`src/rtl/core/eig_pkg.sv`:
```
// Package for the 2x2 symmetric eigenvalue pipeline.
// Holds the field widths and the square root stage payload type.
// No dependencies.
package eig_pkg;

  localparam int IN_W   = 24;  // e_term, f_term, g_term
  localparam int OUT_W  = 26;  // major_eigen, minor_eigen
  localparam int DIFF_W = 25;  // |e - g| and e + g
  localparam int AD2_W  = 49;  // (e - g)^2 is at most 2^48
  localparam int AF2_W  = 47;  // f^2 is at most 2^46
  localparam int RAD_W  = 50;  // (e - g)^2 + 4 f^2 is at most 2^49
  localparam int ROOT_W = RAD_W / 2;
  localparam int REM_W  = ROOT_W + 2;

  // Payload that walks down the square root pipeline.
  typedef struct packed {
    logic [RAD_W-1:0]         rad;   // radicand, consumed two bits per stage from the top
    logic signed [DIFF_W-1:0] sum;   // e + g
    logic [ROOT_W-1:0]        root;  // partial root
    logic [REM_W-1:0]         rem;   // partial remainder
  } eig_sq_t;

endpackage

```
`src/rtl/core/eig_back.sv`:
```
// Back end of the eigenvalue pipeline: forms (sum +/- root) >> 1 into the output register.
// Depends on eig_pkg.
module eig_back (
  input  logic                             clk,
  input  logic                             rst_n,
  input  logic                             up_valid,
  output logic                             up_ready,
  input  eig_pkg::eig_sq_t                 up_data,
  output logic                             dn_valid,
  input  logic                             dn_ready,
  output logic signed [eig_pkg::OUT_W-1:0] major_eigen,
  output logic signed [eig_pkg::OUT_W-1:0] minor_eigen
);
  import eig_pkg::*;

  logic                    v_r;
  logic signed [OUT_W:0]   hi_sum, lo_sum, sum_ext, root_ext;
  logic signed [OUT_W-1:0] major_r, minor_r;

  assign up_ready = !v_r || dn_ready;

  // Both sums fit OUT_W + 1 bits; dropping the low bit is the floor halving.
  always_comb begin
    sum_ext  = (OUT_W+1)'(up_data.sum);
    root_ext = signed'({2'b00, up_data.root});
    hi_sum   = sum_ext + root_ext;
    lo_sum   = sum_ext - root_ext;
  end

  always_ff @(posedge clk) begin
    if (!rst_n) begin
      v_r <= 1'b0;
    end else if (up_ready) begin
      v_r <= up_valid;
    end
  end

  always_ff @(posedge clk) begin
    if (up_valid && up_ready) begin
      major_r <= hi_sum[OUT_W:1];
      minor_r <= lo_sum[OUT_W:1];
    end
  end

  assign dn_valid    = v_r;
  assign major_eigen = major_r;
  assign minor_eigen = minor_r;

endmodule

```
`config.mk`:
```
export PLATFORM = sky130hd
export DESIGN_NAME = eig_back
export DESIGN_NICKNAME = d
export VERILOG_FILES = /design/src/rtl/core/eig_pkg.sv /design/src/rtl/core/eig_back.sv
export SDC_FILE = /design/constraint.sdc
export NUM_CORES = 1
export LEC_CHECK = 0
export BUFFER_PORTS_ARGS = -buffer_cell sky130_fd_sc_hd__buf_2
export CAP_MARGIN = 30
export CELL_PAD_IN_SITES_DETAIL_PLACEMENT = 2
export CELL_PAD_IN_SITES_GLOBAL_PLACEMENT = 2
export CORE_ASPECT_RATIO = 1.75
export CORE_UTILIZATION = 26
export CTS_CLUSTER_DIAMETER = 80
export DETAILED_ROUTE_END_ITERATION = 7
export PLACE_DENSITY_LB_ADDON = 0.1
export REMOVE_ABC_BUFFERS = 1
export SYNTH_ARGS = -nofsm -noshare
export SYNTH_HDL_FRONTEND = slang
export SYNTH_SLANG_ARGS = --single-unit
```
`constraint.sdc`:
```
create_clock -name clk -period 2.7 [get_ports clk]
set_clock_uncertainty 0.2 [all_clocks]
set_input_delay 0.405 -clock clk [delete_from_list [all_inputs] [get_ports clk]]
set_output_delay 0.405 -clock clk [all_outputs]
set_load 0.02 [all_outputs]
```
==> results by group <==
Timing
  – Period minus WS final: 2.708 ns
  – FMAX: 369.2 MHz
  – Worst-margin pin slew: 0.6252 ns
  – Final setup fails: 1
  – Final setup margin: -0.008222 ns
  – Hold Vio Cnt, Final: 0
  – Tcrit/Tclk final: 100.3%
  – Slew Viols, Final: 0
  – Unrepaired setup endpoints after global routing: yes
  – Slew margin rel.: 57.93%

Hold path
  – Worst min-delay path category: primary input to flop

Yosys
  – Top_reg_cell synth: edfxtp_1
  – Seq cells post-synth: 53
  – Mapped Area: 4539 um2
  – Asr flop ratio synth: 0%
  – Gate Count Post-Synth: 471
  – Sequential share of the synthesized area: 34.84%
  – Synth area leader: edfxtp_1
  – Post-synth cell types: 66
  – Ranking of synthesized cells by area: edfxtp_1, ha_1, xnor2_1, a21oi_1, inv_1
  – Syn Area/Cell: 9.638 um2
  – Share of the synthesized area in the top cell type: 34.40%
  – Post-synth EDFFs: 52
  – Ys Warns: 0

Global routing
  – Gr busiest metal: met2
  – Vias in the first global route: 5,138
  – First-pass GRT wire length: 26.92 mm
  – Met3 GRT Util: 1.580%
  – GR Util met2: 42.79%
  – GRT met1 Usage: 17.88%
  – Gr ovfl total: 0
  – All-Layer GR Usage: 20.09%
  – Largest net degree at the start of global routing: 53
  – Initial antenna violation count: 0

Setup path
  – Worst reg2reg path endpoint: minor_eigen[9]
  – Crit path to: minor_eigen[25]
  – Worst reg-to-reg path cell count: 3
  – RR Startpoint: dn_valid
  – Slowest CP cell: o41a_1
  – Crit path arrival time: 2.56 ns
  – Most common cell on crit path: buf_4
  – CP Class: primary input to flop
  – Critical path capture point type: flop
  – Reg2Reg Setup Slack: 1.27 ns
  – Worst Setup SP: up_data[32]
  – Worst Path Max Fanout: 5
  – Crit path largest cell delay: 0.36 ns
  – Worst path cell trace: buf_2 -> inv_1 -> ha_4 -> o211ai_2 -> o211ai_2 -> a41oi_4 -> buf_4 -> a2111oi_4 -> nor2_2 -> buf_4 -> buf_4 -> o41a_1
  – Nature of the critical path startpoint: primary input
  – Worst endpoint required time: 2.55 ns

Power and ir drop
  – Leak Pwr: 3.007 nW
  – P per Cell Area: 478.8 nW/um2
  – VDD IR max: 0.2386 mV
  – Tot Pwr: 3.236 mW

Placement
  – Post-DP Area: 6274 um2
  – Detailed placement HPWL: 14.37 mm
  – Routability congestion estimate: 0.8474
  – IO Port Bufs: 107
  – Worst slack at placement: -0.6990 ns
  – Dpl cells: 920

Die
  – Die height: 176.8 um
  – IO Count: 185
  – Initial Utilization: 26.66%
  – Row cnt: 63
  – Die area: 18,010 um2
  – Core area: 17,030 um2
  – Die width: 101.9 um

Detailed routing
  – Routed wire length: 17.43 mm
  – First-pass DRT Iterations: 4
  – Post-route ant nets: 0
  – Drc violations: 0
  – Vias post-DR: 4,463
  – Routed WL per cell: 18.72 um
  – Initial drt markers: 81
  – Via/cell ratio: 4.794

Final layout
  – Final instance area: 6758 um2
  – # nets final: 886
  – Most frequent cells in the layout: buf_4, buf_2, inv_1
  – Fillers: 1,953
  – Synth-to-Final Area Change: 48.87%
  – Commonest non-fill, non-tap cell in the layout: buf_4
  – Non-filler cells, final: 931
  – Layout cells sized above 1: 44.46%
  – Multi-input logic area: 2940 um2
  – FF/Latch Area: 1582 um2
  – Antenna cells: 0

CTS
  – CTS tree: built
  – Reg clk slew, reported paths: 0.08 ns
  – Clk_lat worst skew: 0.30 ns
  – # clock sinks: 53
  – H-tree level count: 2
  – CTS max path bufs: 2
  – Num CTS Buffers: 5
  – Root buf cell: clkbuf_16

Flow run
  – Max_cap viols: 0

Outcome
  – Failing checks: negative setup slack
  – Outcome: complete, but fails checks
## cells by family (layout without fill, tap and decap cells)
logic type / count (synthesis) / in the layout / share of synthesized area (%)
AO/OA/AOI/OAI: 142 / 142 / 23.43
flip-flops: 53 / 53 / 34.84
AND/OR/NAND/NOR: 102 / 102 / 10.89
buffers and inverters: 75 / 308 / 7.111
adder cells (fa/ha/maj): 52 / 52 / 14.66
XOR/XNOR: 47 / 47 / 9.068
## per-layer routing
layer  part of all wire (%)  wire [um]
met5                      0          0
met4                    4.4        765
met3                    2.0        348
met2                     61      10650
met1                     33       5665
## registers in the layout (all words and copies together) (netlist names)
signal       flops
major_eigen     26
minor_eigen     26
dn_valid         1
## worst min path at each step
stage,start,endpoint,slack (ns),cells after the start
global placement,dn_valid,dn_valid,0.30,2
global route,rst_n,dn_valid,0.16,2
floorplan,up_valid,dn_valid,0.34,2
finish,rst_n,dn_valid,0.15,2
CTS,rst_n,dn_valid,0.14,2
detailed placement,dn_valid,dn_valid,0.34,2
## cell type report
cell class                      count  share of cell area (%)
Multi-Input combinational cell    343                   43.51
Timing Repair Buffer              246                   23.66
Sequential cell                    53                   23.40
Tap cell                          227                   4.203
Inverter                           54                   2.999
Clock buffer                        5                   1.852
Clock inverter                      3                  0.3703
## what timing repair did
item,CTS,global route
setup endpoints to repair,12,12
pin swaps,14,9
buffers inserted,2,3
hold buffers,0,0
gates cloned,0,0
resized for setup,37,17
## power breakdown
part	internal [mW]	switching (mW)	total, mW
Clock	0.351	0.349	0.700
Combinational	0.639	0.810	1.45
Sequential	1.06	0.0293	1.09
## through the flow
| stage | util (%) | TNS, ns | hold WS, ns |
|---|---|---|---|
| 6_report | 39.69 | -0.008222 | 0.1508 |
| 2_1_floorplan | - | -0.03791 | 0.3438 |
| 3_3_place_gp | 36.85 | -8.931 | 0.2977 |
| 5_1_grt | 39.69 | -0.2570 | 0.1599 |
| 4_1_cts | 38.93 | 0 | 0.1438 |
| 3_5_place_dp | 36.85 | -10.29 | 0.3392 |
## cells in the mapped netlist (2+ instances only)
cell / n
o21a_1: 3
nor3_1: 6
nand3_1: 10
edfxtp_1: 52
and2_1: 2
nand4_1: 5
buf_1: 3
fa_1: 2
a21boi_0: 2
a21oi_1: 48
clkbuf_1: 4
o21ai_0: 15
buf_6: 3
a31oi_1: 2
nand2b_1: 4
nor2b_1: 4
a211o_1: 2
nor2_1: 40
buf_2: 9
a211oi_2: 3
o211ai_2: 4
and3_1: 2
o21ai_1: 5
o211ai_1: 4
buf_4: 2
a21o_1: 9
nor4_1: 6
nand2_1: 16
ha_1: 50
inv_1: 54
a311oi_1: 2
o21bai_1: 7
xor2_1: 4
xnor2_1: 43
o31ai_1: 11
a21oi_2: 2
or3_1: 2
## critical path, delay by kind of cell
kind | cells | cell delay, ns
AOI/OAI and AO/OA | 5 | 1.15
adders and majority gates | 1 | 0.30
buffers and inverters | 5 | 0.60
and+or+nand+nor | 1 | 0.09
Note: power is estimated with default switching activity, not from simulation.
