### src/rtl/core/eig_pkg.sv
// Package for the 2x2 symmetric eigenvalue pipeline.
// Holds the field widths and the square root stage payload type.
// No dependencies.
package eig_pkg;

  localparam int IN_W   = 24;  // e_term, f_term, g_term
  localparam int OUT_W  = 26;  // major_eigen, minor_eigen
  localparam int DIFF_W = 25;  // |e - g| and e + g
  localparam int AD2_W  = 49;  // (e - g)^2 is at most 2^48
  localparam int AF2_W  = 47;  // f^2 is at most 2^46
  localparam int RAD_W  = 50;  // (e - g)^2 + 4 f^2 is at most 2^49
  localparam int ROOT_W = RAD_W / 2;
  localparam int REM_W  = ROOT_W + 2;

  // Payload that walks down the square root pipeline.
  typedef struct packed {
    logic [RAD_W-1:0]         rad;   // radicand, consumed two bits per stage from the top
    logic signed [DIFF_W-1:0] sum;   // e + g
    logic [ROOT_W-1:0]        root;  // partial root
    logic [REM_W-1:0]         rem;   // partial remainder
  } eig_sq_t;

endpackage

### src/rtl/core/eig_front.sv
// Front end of the eigenvalue pipeline: absolute values, squares and radicand.
// Three register stages. Depends on eig_pkg.
module eig_front (
  input  logic                             clk,
  input  logic                             rst_n,
  input  logic                             up_valid,
  output logic                             up_ready,
  input  logic signed [eig_pkg::IN_W-1:0]  e_term,
  input  logic signed [eig_pkg::IN_W-1:0]  f_term,
  input  logic signed [eig_pkg::IN_W-1:0]  g_term,
  output logic                             dn_valid,
  input  logic                             dn_ready,
  output eig_pkg::eig_sq_t                 dn_data
);
  import eig_pkg::*;

  logic                     a_v_r, b_v_r, c_v_r;
  logic                     rdy_a, rdy_b, rdy_c;
  logic [DIFF_W-1:0]        ad_r, ad_nxt;
  logic [IN_W-1:0]          af_r, af_nxt;
  logic signed [DIFF_W-1:0] sum_a_r, sum_b_r, sum_nxt;
  logic [AD2_W-1:0]         ad2_r;
  logic [AF2_W-1:0]         af2_r;
  logic [2*DIFF_W-1:0]      ad_sq;
  logic [2*IN_W-1:0]        af_sq;
  logic signed [DIFF_W-1:0] diff;
  eig_sq_t                  c_r, c_nxt;

  // A stage takes new data when it is empty or its content moves on.
  assign rdy_c    = !c_v_r || dn_ready;
  assign rdy_b    = !b_v_r || rdy_c;
  assign rdy_a    = !a_v_r || rdy_b;
  assign up_ready = rdy_a;

  always_comb begin
    diff    = DIFF_W'(e_term) - DIFF_W'(g_term);
    sum_nxt = DIFF_W'(e_term) + DIFF_W'(g_term);
    ad_nxt  = diff[DIFF_W-1] ? DIFF_W'(-diff) : DIFF_W'(diff);
    af_nxt  = f_term[IN_W-1] ? IN_W'(-f_term) : IN_W'(f_term);
  end

  assign ad_sq = ad_r * ad_r;
  assign af_sq = af_r * af_r;

  always_comb begin
    c_nxt      = '0;
    c_nxt.rad  = RAD_W'({1'b0, ad2_r}) + RAD_W'({af2_r, 2'b00});
    c_nxt.sum  = sum_b_r;
  end

  always_ff @(posedge clk) begin
    if (!rst_n) begin
      a_v_r <= 1'b0;
      b_v_r <= 1'b0;
      c_v_r <= 1'b0;
    end else begin
      if (rdy_a) a_v_r <= up_valid;
      if (rdy_b) b_v_r <= a_v_r;
      if (rdy_c) c_v_r <= b_v_r;
    end
  end

  always_ff @(posedge clk) begin
    if (up_valid && rdy_a) begin
      ad_r    <= ad_nxt;
      af_r    <= af_nxt;
      sum_a_r <= sum_nxt;
    end
    if (a_v_r && rdy_b) begin
      ad2_r   <= ad_sq[AD2_W-1:0];
      af2_r   <= af_sq[AF2_W-1:0];
      sum_b_r <= sum_a_r;
    end
    if (b_v_r && rdy_c) begin
      c_r <= c_nxt;
    end
  end

  assign dn_valid = c_v_r;
  assign dn_data  = c_r;

endmodule

### config.mk
export PLATFORM = sky130hd
export DESIGN_NAME = eig_front
export DESIGN_NICKNAME = d
export VERILOG_FILES = /design/src/rtl/core/eig_pkg.sv /design/src/rtl/core/eig_front.sv
export SDC_FILE = /design/constraint.sdc
export NUM_CORES = 2
export LEC_CHECK = 0
export BUFFER_PORTS_ARGS = -buffer_cell sky130_fd_sc_hd__buf_2
export CORE_MARGIN = 2
export CORE_UTILIZATION = 30
export DETAILED_ROUTE_END_ITERATION = 12
export MAX_ROUTING_LAYER = met4
export PLACE_DENSITY = 0.52
export SKIP_CTS_REPAIR_TIMING = 1
export SYNTH_ARGS = -nofsm -noshare
export SYNTH_HDL_FRONTEND = slang
export SYNTH_SLANG_ARGS = --single-unit
### constraint.sdc
create_clock -name clk -period 9.7 [get_ports clk]
set_input_delay 0.485 -clock clk [delete_from_list [all_inputs] [get_ports clk]]
set_output_delay 0.485 -clock clk [all_outputs]
set_load 0.1 [all_outputs]
==> out/qor.csv <==
stage,metric,value,unit
run_status,status,completed,
critical_path,Worst Path Arrival,9050,ps
sta,ratio of final minimum period to clock period,90.0,%
logic_synthesis,Post-Syn Area,0.0476,mm²
routing,DR pass1 iterations,5,
die,# rows,146,
logic_synthesis,simple-gate share of the synthesized area,9.78,%
finish,fillers,16200,
sta,# setup viols final,0,
critical_path,CP required,10020,ps
logic_synthesis,Synth Area in Compound Gates,7.49,%
sta,Final Hold Fails,0,
sta,min cycle time layout,8730,ps
logic_synthesis,Cells after Synth,4862,
job,max-cap viol count,0,
sta,clock skew,50.8,ps
logic_synthesis,synthesized flop and latch total,267,
routing,ANT nets after route,0,
sta,setup_tns,0,ps
finish,P&R area growth vs syn,8.81,%
critical_path,critical path endpoint category,register,
clock_network,clock sinks,267,
critical_path,worst-path cell chain,inv_1 -> nor2_1 -> fa_1 -> fa_1 -> inv_1 -> fa_1 -> fa_1 -> inv_1 -> fa_1 -> fa_1 -> inv_1 -> fa_1 -> inv_1 -> ha_1 -> a21o_1 -> a221oi_1 -> nor2_1 -> a211oi_1 -> nor2_1 -> a31oi_1 -> o21ai_1 -> a31oi_1 -> o311ai_1 -> xor2_1,
sta,Slew headroom,24.9,%
global_routing,GRT overflow,0,
logic_synthesis,ys flop type,edfxtp_1,
placed_design,placed inst area,0.0507,mm²
sta,Final Max Slew Viols,0,
global_routing,GRT Total Usage,15.0,%
die,Top-Level Pins,205,
clock_network,CTS root buf,clkbuf_16,
finish,register area,0.00799,mm²
critical_path,Slowest cell on crit path,edfxtp_1,
clock_network,H-tree Lvls,2,
min_path,HP Start,rst_n,
clock_network,TritonCTS buffer count,35,
logic_synthesis,"EDFF count, synth",264,
critical_path,"delay-heaviest family, CP",adder cells,
routing,1st-iter DRT viols,1506,
clock_network,CTS tree,built,
clock_network,Worst-Skew Late Latency,610,ps
critical_path,R2R Path Start,ad_r[8],
logic_synthesis,main combinational cell family by area after synthesis,adder cells,
global_routing,initial antenna violation count,8,
min_path,worst hold path type,input pin to register,
routing,final wirelength,114000,µm
logic_synthesis,mean cell area of the mapped netlist,9.80,µm²
routing,DRC,0,
critical_path,Bufs and invs on worst path,5,
logic_synthesis,post-synthesis mux area share,0.0893,%
clock_network,clk buf depth,3,
critical_path,Worst Setup SP,ad_r[8],
finish,post-layout util,32.8,%
logic_synthesis,Yosys cell types,83,
global_routing,vias in the first global route,34500,
sta,FMAX,115,MHz
placed_design,PortBufs,151,
placed_design,dpl hpwl,96100,µm
logic_synthesis,synthesis warning total,0,
clock_network,Worst-path clk slew,60,ps
critical_path,Critical Path Most Common Cell,fa_1,
critical_path,critical-path maximum fanout,21,
critical_path,CP peak stage delay,970,ps
logic_synthesis,register area share after synthesis,16.8,%
logic_synthesis,Async SR Flop Fraction,0,%
routing,Via Count,31700,
routing,WL/cell,16.1,µm
finish,share of layout cells above drive strength 1,5.69,%
critical_path,startpoint types,register,
placed_design,GPL Wtd Cong,0.888,
die,chip height,402,µm
finish,cell area after layout,0.0518,mm²
finish,area of the multi-input gates,0.0340,mm²
die,initial core utilization,30.1,%
global_routing,first-pass GRT wire length,187000,µm
finish,Final #Nets,6381,
routing,vias per inst,4.48,
global_routing,largest net degree at the start of global routing,62,
critical_path,crit path kind,register to register,
logic_synthesis,Synth Area in Adders,49.3,%
die,die extent in x,402,µm
sta,RSZ-0062 raised after global routing,no,
die,Die ar.,0.162,mm²
die,core footprint,0.158,mm²
logic_synthesis,Post-Synth XOR/XNOR Area,4.23,%
sta,Slew @ Worst Pin,1130,ps
worst reg2reg max path, stage by stage (launching register included):
cell and delay (ps):
edfxtp_1 970, inv_1 330, nor2_1 250, fa_1 490
fa_1 530, inv_1 50, fa_1 460, fa_1 520
inv_1 60, fa_1 490, fa_1 490, inv_1 50
fa_1 470, inv_1 40, ha_1 370, a21o_1 200
a221oi_1 310, nor2_1 100, a211oi_1 800, nor2_1 190
a31oi_1 430, o21ai_1 150, a31oi_1 340, o311ai_1 170
xor2_1 170
Yosys cell counts, types with 4 or more instances:
master,instances,area share [%]
ha_1,453,12
a21oi_1,164,1.7
nor4_1,8,0.11
nor3_1,23,0.24
edfxtp_1,264,17
xnor2_1,156,2.9
o21bai_1,30,0.47
o41ai_1,13,0.24
o221ai_1,4,0.074
o31ai_1,14,0.22
a21o_1,93,1.5
o21ai_0,82,0.86
or2_2,6,0.079
o31a_1,4,0.074
nand4_1,11,0.14
buf_2,6,0.063
fa_1,889,37
nand3b_1,4,0.063
nand2_1,391,3.1
inv_1,1319,10
o211ai_1,10,0.16
nor2b_1,34,0.45
nor2_1,141,1.1
buf_4,54,0.85
a31o_2,5,0.092
or3_1,8,0.11
a21boi_0,5,0.079
clkbuf_1,130,1.0
a31oi_1,22,0.29
a311oi_1,8,0.15
nand2b_1,25,0.33
a221oi_1,4,0.074
xor2_1,74,1.4
o22ai_1,4,0.053
and3_1,20,0.26
a41oi_1,5,0.092
o21a_1,24,0.38
a211oi_1,12,0.19
and2_1,240,3.2
nand3_1,36,0.38
cells in the final DEF, fill, tap and decap left out, types with 23 or more instances in the layout:
cell	instances
o21a_1	24
edfxtp_1	264
xnor2_1	156
ha_1	453
buf_2	151
buf_4	53
inv_1	1319
o21ai_0	82
nor2_1	141
fa_1	889
conb_1	53
and2_1	240
nand2_1	391
nor3_1	23
nand2b_1	25
nor2b_1	33
a21o_1	93
o21bai_1	30
clkbuf_16	35
a21oi_1	164
xor2_1	74
nand3_1	36
flip-flops by register name (all words and copies together), names as in the netlist:
| signal | cells |
|---|---|
| sum_a_r | 24 |
| b_v_r | 1 |
| dn_valid | 1 |
| ad2_r | 47 |
| a_v_r | 1 |
| dn_data | 73 |
| sum_b_r | 25 |
| af2_r | 46 |
| af_r | 24 |
| ad_r | 25 |
through the flow:
stage	std cells	setup slack (ps)	hold slack, ps
global route	7062	577	122
detailed placement	6998	1040	405
finish	7062	974	129
global placement	6998	1230	402
CTS	7061	967	87.0
floorplan	4914	2250	400
per-layer routing:
metal | track usage [%] | up-vias | wire, µm | share of wire, %
met5 | - | - | 0 | 0
met4 | 2.22 | 0 | 1420 | 1.2
met3 | 2.04 | 76 | 5070 | 4.5
met2 | 24.6 | 552 | 54500 | 48
met1 | 20.1 | 16100 | 52900 | 46
li1 | - | 15000 | - | -
cell type report:
cell class	count	area share, %
diodes	1	0.00483
clock buffers	36	1.70
clock inverters	27	0.536
flip-flops and latches	267	15.4
multi-input cells	3136	65.6
well taps	2072	5.00
repair buffers	204	2.23
inverters	1319	9.55
cells by family (layout without fill, tap and decap cells):
| logic type | Yosys count | count (layout) |
|---|---|---|
| compound gates | 544 | 544 |
| flops | 267 | 267 |
| fa+ha+maj | 1342 | 1342 |
| simple gates | 963 | 963 |
| other cells | 1 | 54 |
| buf+inv | 1511 | 1586 |
| xor+xnor | 230 | 230 |
| mux | 4 | 4 |
path summary, 6_finish.rpt:
path            endpoint  depth (start not counted)  slack (ps)
min reg2reg  dn_data[55]                          0         420
min             dn_valid                          2         130
max            ad2_r[45]                         24         970
max reg2reg    ad2_r[45]                         24         970
Power is left out: the tool's default activity adds up to more than one toggle a clock period on the data nets, which glitch-free logic cannot reach.
