[src/rtl/core/eig_pkg.sv]
// Package for the 2x2 symmetric eigenvalue pipeline.
// Holds the field widths and the square root stage payload type.
// No dependencies.
package eig_pkg;

  localparam int IN_W   = 24;  // e_term, f_term, g_term
  localparam int OUT_W  = 26;  // major_eigen, minor_eigen
  localparam int DIFF_W = 25;  // |e - g| and e + g
  localparam int AD2_W  = 49;  // (e - g)^2 is at most 2^48
  localparam int AF2_W  = 47;  // f^2 is at most 2^46
  localparam int RAD_W  = 50;  // (e - g)^2 + 4 f^2 is at most 2^49
  localparam int ROOT_W = RAD_W / 2;
  localparam int REM_W  = ROOT_W + 2;

  // Payload that walks down the square root pipeline.
  typedef struct packed {
    logic [RAD_W-1:0]         rad;   // radicand, consumed two bits per stage from the top
    logic signed [DIFF_W-1:0] sum;   // e + g
    logic [ROOT_W-1:0]        root;  // partial root
    logic [REM_W-1:0]         rem;   // partial remainder
  } eig_sq_t;

endpackage

[src/rtl/core/eig_sqrt_stage.sv]
// One stage of the pipelined integer square root: one root bit per stage.
// Depends on eig_pkg.
module eig_sqrt_stage (
  input  logic             clk,
  input  logic             rst_n,
  input  logic             up_valid,
  output logic             up_ready,
  input  eig_pkg::eig_sq_t up_data,
  output logic             dn_valid,
  input  logic             dn_ready,
  output eig_pkg::eig_sq_t dn_data
);
  import eig_pkg::*;

  logic             v_r;
  eig_sq_t          d_r, d_nxt;
  logic [REM_W+1:0] rem_sh, trial;
  logic [REM_W+2:0] diff;

  assign up_ready = !v_r || dn_ready;

  // Bring down the next two radicand bits and try root*4 + 1.
  always_comb begin
    rem_sh    = {up_data.rem, up_data.rad[RAD_W-1 -: 2]};
    trial     = {2'b00, up_data.root, 2'b01};
    diff      = {1'b0, rem_sh} - {1'b0, trial};
    d_nxt     = up_data;
    d_nxt.rad = {up_data.rad[RAD_W-3:0], 2'b00};
    if (!diff[REM_W+2]) begin
      d_nxt.rem  = diff[REM_W-1:0];
      d_nxt.root = {up_data.root[ROOT_W-2:0], 1'b1};
    end else begin
      d_nxt.rem  = rem_sh[REM_W-1:0];
      d_nxt.root = {up_data.root[ROOT_W-2:0], 1'b0};
    end
  end

  always_ff @(posedge clk) begin
    if (!rst_n) begin
      v_r <= 1'b0;
    end else if (up_ready) begin
      v_r <= up_valid;
    end
  end

  always_ff @(posedge clk) begin
    if (up_valid && up_ready) begin
      d_r <= d_nxt;
    end
  end

  assign dn_valid = v_r;
  assign dn_data  = d_r;

  // The remainder of a floor square root never exceeds twice the root.
  a_rem_bound: assert property (@(posedge clk) disable iff (!rst_n)
    dn_valid |-> ({1'b0, dn_data.rem} <= {2'b00, dn_data.root, 1'b0}))
    else $error("sqrt remainder exceeds twice the partial root");

  a_stall_valid: assert property (@(posedge clk) disable iff (!rst_n)
    dn_valid && !dn_ready |=> dn_valid)
    else $error("stalled sqrt stage dropped its transaction");

  a_stall_data: assert property (@(posedge clk) disable iff (!rst_n)
    dn_valid && !dn_ready |=> $stable(dn_data))
    else $error("stalled sqrt stage changed its payload");

endmodule

[config.mk]
export PLATFORM = sky130hd
export DESIGN_NAME = eig_sqrt_stage
export DESIGN_NICKNAME = d
export VERILOG_FILES = /design/src/rtl/core/eig_pkg.sv /design/src/rtl/core/eig_sqrt_stage.sv
export SDC_FILE = /design/constraint.sdc
export NUM_CORES = 1
export LEC_CHECK = 0
export ABC_AREA = 0
export BUFFER_PORTS_ARGS = -buffer_cell sky130_fd_sc_hd__buf_2
export CAP_MARGIN = 10
export CORE_ASPECT_RATIO = 0.9
export CORE_MARGIN = 2
export CORE_UTILIZATION = 50
export DETAILED_ROUTE_END_ITERATION = 16
export PLACE_DENSITY_LB_ADDON = 0.25
export SYNTH_ARGS = -nofsm -noshare
export SYNTH_HDL_FRONTEND = slang
export SYNTH_SLANG_ARGS = --single-unit
[constraint.sdc]
create_clock -name clk -period 9.4 [get_ports clk]
set_input_delay 0.47 -clock clk [delete_from_list [all_inputs] [get_ports clk]]
set_output_delay 0.47 -clock clk [all_outputs]
set_load 0.01 [all_outputs]
==> impl_metrics.yaml, run 1 <==
hold_path:
  hold_depth: 1
  holdCritPathClass: "in -> reg"
drt:
  num_vias: 4215
  ant_nets: 0
  first_pass_iters: 4
  wl_mm: 13.9
  drtIter0Drc: 278
  vias_per_cell: 5.18
  wl_per_cell_um: 17.1
  drc: 0
yosys:
  syn_inst: 397
  synth-edff-count: 125
  synthesis.area_mm2: 0.00554
  synth.largest_area_cell: "edfxtp_1"
  netlist_top_cells_area: "edfxtp_1 (68%), ha_1 (5.9%), o21ai_0 (3.1%), inv_1 (2.2%), nand2_1 (2.1%)"
  synth.avg_cell_area_um2: 13.9
  async_flop_share: 0
  synthFlopType: "edfxtp_1"
  synth_seq_area_share: 0.682
  synth_seq_cells: 126
  synth.most_common_cell: "edfxtp_1"
  ys_warn_count: 0
  netlist.area_leader.share: 0.678
  netlist-cell-type-count: 51
  netlist_top_cells_count: "edfxtp_1 (125), o21ai_0 (34), inv_1 (32)"
grt:
  grt_usage: 0.232
  grt_overflow: 0
  use_met3: 0.0626
  use_met1: 0.252
  grt_pass1_wl_mm: 21.0
  antenna_found_initial: 4
  grt_use_met2: 0.410
  grt_busiest_layer: "met2"
  grt_max_degree: 83
  grt_pass1_vias: 4254
clock_network:
  cts_tree: "built"
  post_cts_buffers: 0
  cts_buffers: 17
  postCtsHoldBufs: 0
  clkLatencyLatePin_ns: 0.40
  cts.sinks: 126
  root_buffer: "clkbuf_16"
  cts.repair.resized: 0
  cts_max_level: 4
  clockBufferDepth: 2
  clk_pin_slew_worst_paths_ns: 0.06
pwr:
  irDropWorstVdd_v: 0.000159
  power.leakage_nw: 3.34
  cellPowerDensity_mw_per_mm2: 202
layout:
  area_growth_pct: 35.4
  fin_cells: 813
  fill_cells: 804
  fin_util: 0.693
  fin_nets: 820
  layout-drive-gt1-share: 0.438
timing:
  rsz0062_at_grt: "false"
  tightestPinTransition_ns: 1.01
  slew_violations: 0
  slew_headroom: 0.324
  fin_skew_ns: 0.00466
  clock.fmax_mhz: 311
  period_share: 0.342
  setup_violations: 0
  hold_violations: 0
  holdWs_ns: 0.239
  fin_setup_tns_ns: 0
  period_needed_ns: 3.22
  setup_slack_ns: 6.18
critical_path:
  worstPathMaxFanout: 50
  reg2reg_to: "dn_data[99]"
  critPathRequiredTime_ns: 9.55
  worst_setup_path_end_kind: "flop"
  worst-setup-path-type: "in -> reg"
  startpoint: "up_data[28]"
  reg2reg_depth: 3
  r2r_slack_ns: 7.10
  startpoint_type: "primary input"
  setup.worst_path.end: "dn_data[15]"
  arrival_ns: 3.37
  timing.rr.start: "dn_valid"
floorplan:
  start_util: 0.512
  fp.dieW_um: 115
  placementRows: 36
  boundaryPins: 260
  dieHeight_um: 104
  core_mm2: 0.0108
  dieArea_mm2: 0.0119
placed_design:
  dp.cells: 777
  hpwl_mm: 10.4
  place_ws_ns: 5.75
  gp_congestion: 0.833
  io_buffer_count: 257
status:
  status: "finished, final reports clean"
flow_run:
  cap_viol_max_count: 0
## power by group
| part | switching, mW | internal, mW | leakage (nW) |
|---|---|---|---|
| Combinational | 0.131 | 0.0973 | 1.87 |
| Clock | 0.239 | 0.364 | 0.262 |
| Sequential | 0.00969 | 0.673 | 1.22 |
## cells in the final DEF (no fill, tap or decap), drive strengths merged, types with 13 or more instances in the layout
master / Yosys / layout
o21ai: 34 / 34
edfxtp: 125 / 125
buf: 8 / 258
a21oi: 21 / 21
a21o: 13 / 13
inv: 32 / 35
nand2: 31 / 31
ha: 26 / 26
clkbuf: 4 / 19
## critical path, cell delays in order
cell and delay, ns:
buf_2 0.09, inv_1 0.04, ha_1 0.22, or3_1 0.41, o22ai_2 0.19, a2bb2oi_1 0.31, a221oi_2 0.11, a21oi_1 0.30
o31a_2 0.80, mux2_2 0.41
## logic make-up (layout without fill, tap and decap cells)
logic type	after synthesis	count (layout)	share of synthesized area
multiplexers	3	3	0.00565
buffers and inverters	44	322	0.0339
AND/OR/NAND/NOR	73	73	0.0640
adder cells (fa/ha/maj)	26	26	0.0588
AO/OA/AOI/OAI	101	101	0.119
other	1	6	0.000677
flip-flops	126	126	0.682
XOR/XNOR	23	23	0.0364
## registers in the layout (all words and copies together), names as in the netlist
signal / count
dn_valid: 1
dn_data: 125
## layer usage
layer  share of wire  vias up
li1                -     2020
met1            0.38     1994
met2            0.53      171
met3           0.060       30
met4           0.032        0
met5               0        -
## metrics by stage
stage	instance area, um2	power (mW)
3_5_place_dp	6940	0.921
5_1_grt	7490	1.58
6_report	7490	1.51
2_1_floorplan	5540	0.831
3_3_place_gp	6940	0.915
4_1_cts	7480	1.53
## worst min-delay path by stage
stage              endpoint         start
5_1_grt        dn_data[104]  up_data[102]
4_1_cts         dn_data[61]   up_data[61]
2_1_floorplan  dn_data[100]   up_data[98]
3_5_place_dp       dn_valid      dn_valid
3_3_place_gp       dn_valid      dn_valid
6_report        dn_data[58]   up_data[58]
## cell type report
type | instances | area (um2) | share of cell area
flip-flops and latches | 126 | 3770 | 0.504
clock buffers | 19 | 433 | 0.0578
repair buffers | 258 | 1290 | 0.173
well taps | 133 | 166 | 0.0222
diodes | 4 | 10.0 | 0.00134
clock inverters | 13 | 115 | 0.0154
multi-input cells | 228 | 1580 | 0.211
inverters | 32 | 120 | 0.0160
No activity file was read; power rests on OpenSTA's default activity.
==> run 2: changes to the inputs <==
--- a/config.mk
+++ b/config.mk
@@ -10,7 +10,7 @@
 export CAP_MARGIN = 10
 export CORE_ASPECT_RATIO = 0.9
 export CORE_MARGIN = 2
-export CORE_UTILIZATION = 50
+export CORE_UTILIZATION = 47
 export DETAILED_ROUTE_END_ITERATION = 16
 export PLACE_DENSITY_LB_ADDON = 0.25
 export SYNTH_ARGS = -nofsm -noshare
==> constraint.sdc (replaced) <==
create_clock -name clk -period 3.2 [get_ports clk]
set_input_delay 0.16 -clock clk [delete_from_list [all_inputs] [get_ports clk]]
set_output_delay 0.16 -clock clk [all_outputs]
set_load 0.01 [all_outputs]
==> run 2 against run 1 <==
Effect of this change:
- routed wire length increased by 23%
- flip-flop and latch count did not move
- core utilization is 5.4 points higher
- critical path depth up 2
- sequential power rose to 2.9 times the previous value
- register-to-register slack got worse by 5.6 ns
==> impl_metrics.yaml, run 2 (synthesis gave the netlist of run 1 again) <==
clock_network:
  clockBufferDepth: 2
  post_cts_buffers: 0
  cts_buffers: 17
  clk_pin_slew_worst_paths_ns: 0.06
  cts_tree: "built"
  cts_max_level: 4
  clkLatencyLatePin_ns: 0.41
  cts.sinks: 126
  root_buffer: "clkbuf_16"
critical_path:
  reg2reg_depth: 3
  startpoint: "up_data[28]"
  path_delay_family: "compound AO/OA/AOI/OAI gates"
  arrival_ns: 3.10
  critPathRequiredTime_ns: 3.33
  timing.rr.start: "dn_valid"
  slowest_stage: "dlygate4sd3_1"
  reg2reg_to: "dn_data[14]"
  timing.critical_path.buf_inv: 4
  path_cells: "dlygate4sd3_1, buf_2, inv_1, ha_1, or3_1, o22ai_2, a2bb2oi_1, a221oi_2, a21oi_2, o31a_4, buf_4, o21ai_0"
  max_stage_delay_ns: 0.55
  worst-setup-path-type: "in -> reg"
  worstPathMaxFanout: 28
  startpoint_type: "primary input"
  r2r_slack_ns: 1.49
  worst_setup_path_end_kind: "flop"
floorplan:
  boundaryPins: 260
  dieArea_mm2: 0.0127
  core_mm2: 0.0115
  dieHeight_um: 107
  placementRows: 37
  start_util: 0.482
  fp.dieW_um: 118
timing:
  period_share: 0.929
  slew_headroom: 0.641
  setup_violations: 0
  period_needed_ns: 2.97
  fin_setup_tns_ns: 0
  fin_skew_ns: 0.0104
  tightestPinTransition_ns: 0.524
  rsz0062_at_grt: "false"
  slew_violations: 0
  hold_violations: 0
  clock.fmax_mhz: 336
drt:
  wl_mm: 17.0
  num_vias: 4817
  ant_nets: 0
  drc: 0
  vias_per_cell: 5.15
  drtIter0Drc: 361
  wl_per_cell_um: 18.2
  first_pass_iters: 5
hold_path:
  hold_start: "up_data[6]"
  holdPathEnd: "dn_data[8]"
  hold_depth: 3
  holdCritPathClass: "in -> reg"
layout:
  design_area_mm2: 0.00858
  final_common_cell: "buf_2"
  area_growth_pct: 55.0
  final_cell_mix: "buf_2 (257), edfxtp_1 (125), dlygate4sd3_1 (99)"
  largest_reg_flops: 125
  fin_nets: 922
  fill_cells: 755
  layout-drive-gt1-share: 0.384
status:
  status: "finished, final reports clean"
pwr:
  power.leakage_nw: 3.80
  cellPowerDensity_mw_per_mm2: 545
  irDropWorstVdd_v: 0.000372
flow_run:
  cap_viol_max_count: 0
grt:
  grt_pass1_vias: 4955
  grt_usage: 0.271
  antenna_found_initial: 1
  grt_pass1_wl_mm: 25.9
  grt_max_degree: 67
  grt_overflow: 0
placed_design:
  io_buffer_count: 257
  hpwl_mm: 10.5
  placed_cell_area_mm2: 0.00700
  gp_congestion: 0.901
[run 2: cell types whose count changed in the layout (fill, tap and decap cells not counted), sizes merged]
cell         delta
buf             +3
bufinv          +1
clkinv          +2
clkinvlp        -2
diode           -2
dlygate4sd3    +99
inv             -1
[run 2: timing repair]
action,in CTS,in global routing
gates resized for setup,0,2
setup endpoints to repair,0,18
endpoints found under the hold margin,98,0
hold buffers,99,0
[run 2: worst register-to-register path, stage by stage (launching register included)]
cell	delay [ns]
dfxtp_1	0.31
nand2b_1	0.12
and2_4	0.50
buf_4	0.42
[run 2: final cells by class]
cell class / count / area, um2 / share of cell area
multi-input combinational: 228 / 1590 / 0.186
clock inverter: 13 / 141 / 0.0165
clock buffer: 19 / 433 / 0.0505
sequential: 126 / 3770 / 0.440
tap: 156 / 195 / 0.0227
antenna: 2 / 5.00 / 0.000583
inverter: 32 / 120 / 0.0140
timing repair buffer: 360 / 2320 / 0.270
[run 2: power breakdown]
group | switching, mW | total, mW | internal (mW)
clock network | 0.720 | 1.87 | 1.15
logic | 0.425 | 0.797 | 0.372
registers | 0.0360 | 2.01 | 1.98
total | 1.18 | 4.68 | 3.50
[run 2: how the worst max path moves through the flow]
stage                        to  depth (start not counted)  slack, ns
global route         dn_data[5]                         13       0.02
finish               dn_data[7]                         12       0.23
CTS                 dn_data[16]                         12       0.09
global placement     dn_data[5]                         10       0.34
detailed placement  dn_data[14]                         11       0.21
floorplan            dn_data[0]                          2       0.70
[run 2: stage by stage]
stage	total power, mW	util	std cells	setup WS (ns)	hold WS, ns
6_report	4.68	0.747	936	0.227	0.0427
5_1_grt	4.87	0.747	935	0.0207	0.0503
4_1_cts	4.66	0.746	934	0.0855	0.0253
3_5_place_dp	2.71	0.610	803	0.214	0.338
3_3_place_gp	2.70	0.610	803	0.341	0.338
2_1_floorplan	2.43	-	398	0.703	0.259
[run 2: layer usage]
layer,vias up,GRT usage,wire length (um)
met5,-,0,0
met4,0,0.108,503
met3,39,0.0809,1130
met2,226,0.498,9090
met1,2319,0.295,6320
li1,2233,-,-
